===== src/hdl/lud_pkg.sv =====
// ----------------------------------------------------------------------------
// Lens undistortion remap package
// Shared constants, register indexes and a saturation helper.
// ----------------------------------------------------------------------------
package lud_pkg;

   typedef enum logic [2:0] {
      CSR_FOCAL_X       = 3'd0,
      CSR_FOCAL_Y       = 3'd1,
      CSR_CENTER_X      = 3'd2,
      CSR_CENTER_Y      = 3'd3,
      CSR_RADIAL_K1     = 3'd4,
      CSR_RADIAL_K2     = 3'd5,
      CSR_TANGENTIAL_P1 = 3'd6,
      CSR_TANGENTIAL_P2 = 3'd7
   } csr_index_type;

   localparam logic signed [63:0] Q_MAX_W = 64'sd2147483647;
   localparam logic signed [63:0] Q_MIN_W = -64'sd2147483648;
   localparam logic signed [31:0] Q_ONE   = 32'sd1048576;

   // Clamps a wide signed value to the signed Q12.20 range.
   function automatic logic signed [31:0] sat_q(input logic signed [63:0] v);
      logic signed [31:0] r;
      if (v > Q_MAX_W) begin
         r = 32'sh7fffffff;
      end else if (v < Q_MIN_W) begin
         r = 32'sh80000000;
      end else begin
         r = v[31:0];
      end
      return r;
   endfunction

endpackage


===== src/hdl/lud_div.sv =====
// ----------------------------------------------------------------------------
// Lens undistortion pipelined divider
// Computes sat((num * 2^20) / den), truncated toward zero, one quotient bit
// per register stage.
// ----------------------------------------------------------------------------
module lud_div (
   input  logic               clock,
   input  logic               reset,
   input  logic               en,
   input  logic               in_valid,
   input  logic signed [23:0] num,
   input  logic [23:0]        den,
   output logic               out_valid,
   output logic signed [31:0] quo
);
   import lud_pkg::*;

   localparam int STEPS = 32;

   logic        val_ff [0:STEPS];
   logic        neg_ff [0:STEPS];
   logic        ovf_ff [0:STEPS];
   logic [41:0] rem_ff [0:STEPS];
   logic [31:0] q_ff   [0:STEPS];

   logic [23:0] mag;
   logic        ovf_in;

   // The user must hold the divisor static while items are in flight; the divider does not enforce it.
   always_comb begin
      mag    = num[23] ? 24'(-num) : num;
      ovf_in = 36'(mag) >= {den, 12'b0};
   end

   always_ff @(posedge clock) begin
      if (reset) begin
         val_ff[0] <= 1'b0;
      end else if (en) begin
         val_ff[0] <= in_valid;
      end
   end

   always_ff @(posedge clock) begin
      if (en) begin
         neg_ff[0] <= num[23];
         ovf_ff[0] <= ovf_in;
         rem_ff[0] <= {mag[21:0], 20'b0};
         q_ff[0]   <= '0;
      end
   end

   for (genvar s = 0; s < STEPS; s++) begin : g_step
      localparam int SH = STEPS - 1 - s;
      logic [55:0] lhs;
      logic [55:0] rhs;
      logic [41:0] rem_in;
      logic [31:0] q_in;

      always_comb begin
         lhs    = 56'(rem_ff[s]);
         rhs    = 56'(den) << SH;
         rem_in = rem_ff[s];
         q_in   = q_ff[s];
         if (lhs >= rhs) begin
            rem_in   = 42'(lhs - rhs);
            q_in[SH] = 1'b1;
         end
      end

      always_ff @(posedge clock) begin
         if (reset) begin
            val_ff[s+1] <= 1'b0;
         end else if (en) begin
            val_ff[s+1] <= val_ff[s];
         end
      end

      always_ff @(posedge clock) begin
         if (en) begin
            neg_ff[s+1] <= neg_ff[s];
            ovf_ff[s+1] <= ovf_ff[s];
            rem_ff[s+1] <= rem_in;
            q_ff[s+1]   <= q_in;
         end
      end
   end

   logic signed [31:0] quo_in;
   logic signed [31:0] quo_ff;
   logic               out_valid_ff;

   always_comb begin
      quo_in = sat_q(64'(q_ff[STEPS]));
      if (neg_ff[STEPS]) begin
         quo_in = sat_q(-64'(q_ff[STEPS]));
      end
      if (ovf_ff[STEPS]) begin
         quo_in = neg_ff[STEPS] ? 32'sh80000000 : 32'sh7fffffff;
      end
   end

   always_ff @(posedge clock) begin
      if (reset) begin
         out_valid_ff <= 1'b0;
      end else if (en) begin
         out_valid_ff <= val_ff[STEPS];
      end
   end

   always_ff @(posedge clock) begin
      if (en) begin
         quo_ff <= quo_in;
      end
   end

   assign out_valid = out_valid_ff;
   assign quo       = quo_ff;

endmodule


===== config.mk =====
export PLATFORM = sky130hd
export DESIGN_NAME = lud_div
export DESIGN_NICKNAME = d
export VERILOG_FILES = /design/src/hdl/lud_pkg.sv /design/src/hdl/lud_div.sv
export SDC_FILE = /design/constraint.sdc
export NUM_CORES = 2
export LEC_CHECK = 0
export BUFFER_PORTS_ARGS = -buffer_cell sky130_fd_sc_hd__buf_2
export CORE_ASPECT_RATIO = 0.9
export CORE_MARGIN = 5
export CORE_UTILIZATION = 42
export CTS_CLUSTER_DIAMETER = 30
export DETAILED_ROUTE_END_ITERATION = 7
export PLACE_DENSITY_LB_ADDON = 0.08
export SYNTH_ARGS = -nofsm -noshare
export SYNTH_HDL_FRONTEND = slang
export SYNTH_SLANG_ARGS = --single-unit

===== constraint.sdc =====
create_clock -name clock -period 5.3 [get_ports clock]
set_clock_uncertainty 0.15 [all_clocks]
set_input_delay 0 -clock clock [delete_from_list [all_inputs] [get_ports clock]]
set_output_delay 0 -clock clock [all_outputs]
set_load 0.05 [all_outputs]

======== Yosys cells after proc, flatten, opt, wreduce, memory -nomap -nowiden ========
Memories as Yosys holds them, arrays and structs flattened. A register that Yosys moved wholly into a read port is not among the register bits.
Cells that the tools add are included.
Widths: inputs -> output; s select.
word-level totals
  RAM bits ................................ 2541
  bits of input ports ..................... 52
  output and inout bits ................... 33
  latch bits .............................. 0
  memory bits (read-only) ................. 0
  register bits after elaboration ......... 32
  logic and storage cells ................. 219
  memories kept ........................... 5
memory list
  memory  depth  width  rd ports  clocked after Yosys merged registers in  wr ports  line           source
  rem_ff  33     42     32        0                                        33        lud_div.sv:23  logic [41:0] rem_ff [0:STEPS];
  q_ff    33     32     33        0                                        33        lud_div.sv:24  logic [31:0] q_ff [0:STEPS];
  neg_ff  33     1      33        0                                        33        lud_div.sv:21  logic neg_ff [0:STEPS];
  ovf_ff  33     1      33        0                                        33        lud_div.sv:22  logic ovf_ff [0:STEPS];
  val_ff  33     1      33        1                                        33        lud_div.sv:20  logic val_ff [0:STEPS];
cells by class
  bitwise operators ....................... 33
  add/sub/neg operators ................... 34
  mux-type cells .......................... 110
  div/mod/pow operators ................... 0
  multipliers ............................. 0
  shift-type cells ........................ 0
  reduce and logical (&&, ||, !) cells .... 0
  equal/unequal tests ..................... 0
  order comparisons ....................... 36
operators with widths
  kind                  count
  $mux 42               32
  $sub 42x42->42        14
  $mux 32               6
  $mux 1                71
  $gt 64x32->1 const B  1
  $lt 64x32->1 const B  1
  $neg 32->64           1
  $ge 42x55->1          1
  $ge 42x54->1          1
  $ge 42x53->1          1
  $ge 42x52->1          1
  $ge 42x51->1          1
  $ge 42x50->1          1
  $ge 42x49->1          1
  $ge 42x48->1          1
  $ge 42x47->1          1
  $ge 42x46->1          1
  $ge 42x45->1          1
  $ge 42x44->1          1
  $ge 42x43->1          1
  $ge 42x24->1          1
  $ge 42x25->1          1
  $ge 42x26->1          1
  $ge 42x27->1          1
  38 further kinds      70

======== Longest topological paths before layout ========
An unclocked memory read counts as a cell.
  depth in word-level cells ............... 7
  mapped depth ............................ 17
  depth with buffers taken out ............ 17

======== Least setup slack after synthesis ========
No wires, ideal clock.
  path kind ............................... input -> register
  start point ............................. input port den[4]
  end point ............................... memory rem_ff[21][18] (netlist: rem_ff[0][900]) (data pin)
  data arrival time ....................... 3441 ps
  cell stages on the path ................. 11
  path slack .............................. 1449 ps
  path buffers ............................ 1
  cells stage by stage .................... inv_1 ha_1 or4_1 o21ai_0 a31oi_1 a211oi_1 o41ai_1 a31o_2 a311oi_1 buf_2 mux2_2
RTL lines
  what                line           source
  start: declaration  lud_div.sv:12  input logic [23:0] den,
  end: declaration    lud_div.sv:23

==> summary.txt <==
status - complete, no violations
hold_ws - 0.0710 ns
Synth Instances - 8028
most common cell after layout, fill and taps aside - edfxtp_1
Area Overhead vs Synth - 20.3%
chip height - 450 um
syn_area_per_cell - 11.3 um^2
Startpoint Class - input pin
Mapped Area - 90500 um^2
Port Buffer Count - 84
DRT iter0 DRCs - 4786
Synthesis Warnings - 0
# Post-CTS Setup Buffers - 0
Routed WL - 243 mm
die area - 225000 um^2
Pwr per Cell Area - 539 nW/um^2
Final Core Density - 0.508
DRT Pass-1 Iters - 8
Max Cap Viol - 0
LEAKAGE - 41.6 nW
# DRC - 0
post-CTS sizing - 0
Worst slew margin - 0.323
core area - 214000 um^2
worst hold-check path type - in -> reg
clock sink total - 1554
GRT Resource Usage Total - 0.209
CP Class - in -> reg
antenna violations before repair - 7
Async S/R FF share, synth - 0
Nets - 9338
final hold viol count - 0
Rows - 161
RSZ-0062 raised after global routing - no
CTS Buf Count - 374
Initial Util - 0.423
RePlAce Congestion - 0.889
Yosys reg bits - 1554
CP Capture Type - register
final worst path period need - 4.59 ns
dpl cell area - 95300 um^2
final non-filler cell area - 109000 um^2
CTS tree - built
Via density - 5.57
layout cell share with drive strength beyond 1 - 0.126
CTS H-tree depth - 5
DP Wirelength - 173 mm
sequential share of the synthesized area - 0.516
worst vdd ir - 0.000379 V
GRT overflow - 0
Die X - 499 um
period utilisation layout - 0.866
Crit Path Max Fanout - 4
Fillers - 18800
clk buf depth - 4
Power Total - 0.0587 W
Slew @ Worst Pin - 0.989 ns
critical path data arrival time - 5.18 ns
antenna viol nets, final - 0
Primary FF master, synth - edfxtp_1
library cells used by synthesis - 90
Root Buffer Master - clkbuf_16
syn_nets - 8803
num ports - 85
CTS clk-pin slew, worst paths - 0.04 ns
final slew viol count - 0
first-pass GRT wire length - 370 mm
largest net degree at the start of global routing - 171
setup TNS - 0 ns
critical path required time - 5.89 ns
Post-synth EDFFs - 1553
worst-skew pair later-pin latency - 0.95 ns
Via Count - 65300
vias in the first global route - 63400
Max Clk Rate - 218 MHz
setup violators final - 0
most frequent cells in the layout - edfxtp_1 (1553), ha_1 (692), nand2_1 (664), o21ai_0 (618), a21oi_1 (549)
# hold bufs at CTS - 99
Wirelength per Cell - 20.7 um
==> synth_stat cells, drive strengths merged (108+ instances only) <==
library cell,number,share of area
nand4,108,0.0075
a21o,221,0.018
a21oi,550,0.030
inv,239,0.0099
nor2b,111,0.0077
mux2,188,0.023
clkbuf,142,0.0059
nor3,219,0.012
edfxtp,1553,0.52
nor2,513,0.021
xnor2,361,0.035
xor2,314,0.030
nand2,664,0.028
nand2b,129,0.0089
o21ai,624,0.035
ha,692,0.096
nand3,141,0.0078
==> worst max-delay path: stages <==
cell	delay, ns
dlygate4sd3_1	0.53
buf_2	0.12
dlygate4sd3_1	0.55
inv_1	0.11
nand3_1	0.11
or2_2	0.32
or3_1	0.41
or3_1	0.41
o31ai_1	0.29
xnor2_1	0.09
dlygate4sd3_1	0.57
ha_1	0.30
nand4_1	0.10
nor4_1	0.17
nand4_1	0.17
nor3_1	0.17
nand2_1	0.07
nor4_1	0.45
nor4_1	0.09
nor2_1	0.15
==> stage by stage <==
step | worst slack (ns) | std cells
2_1_floorplan | 1.45 | 8028
3_3_place_gp | 0.756 | 10900
3_5_place_dp | 0.700 | 10900
4_1_cts | 0.780 | 11700
5_1_grt | 0.437 | 11700
6_report | 0.710 | 11700
==> layer usage <==
| layer | global-route usage | part of all wire |
|---|---|---|
| met5 | 0 | 0.000041 |
| met4 | 0.0622 | 0.027 |
| met3 | 0.0312 | 0.047 |
| met2 | 0.335 | 0.46 |
| met1 | 0.296 | 0.47 |
==> flip-flops by register name, summed over array words and instances, names as in the netlist <==
name and count:
ovf_ff 33, rem_ff 894, neg_ff 33, val_ff 33, out_valid 1, quo 32
q_ff 528
==> cells by family after synthesis <==
group	share of synthesized area
simple gates	0.130
compound gates	0.144
flops	0.516
fa+ha+maj	0.103
xor+xnor	0.0653
buf+inv	0.0173
mux	0.0255
==> power breakdown <==
part           total (W)  internal [W]  leakage (nW)  switching [W]
Clock             0.0225        0.0156          6.00        0.00697
Combinational     0.0173       0.00739          20.6        0.00992
Sequential        0.0189        0.0171          15.1        0.00178
==> final timing paths <==
kind | depth (start not counted) | from | slack [ns] | endpoint
min | 6 | den[3] | 0.07 | rem_ff[0][938]
max | 20 | num[1] | 0.71 | ovf_ff[0][0]
max reg2reg | 13 | q_ff[1][14] | 0.89 | quo[5]
min reg2reg | 0 | neg_ff[6][3] | 0.21 | neg_ff[7][0]
==> cell type report <==
cell class / instances / area [um^2] / area share
Multi-Input combinational cell: 6064 / 42400 / 0.390
Inverter: 241 / 905 / 0.00831
Timing Repair Buffer: 328 / 2800 / 0.0257
Clock buffer: 413 / 9530 / 0.0875
Antenna cell: 6 / 15.0 / 0.000138
Sequential cell: 1554 / 46700 / 0.429
Tap cell: 2852 / 3570 / 0.0328
Clock inverter: 255 / 2970 / 0.0272
Note: power is estimated with default switching activity, not from simulation.
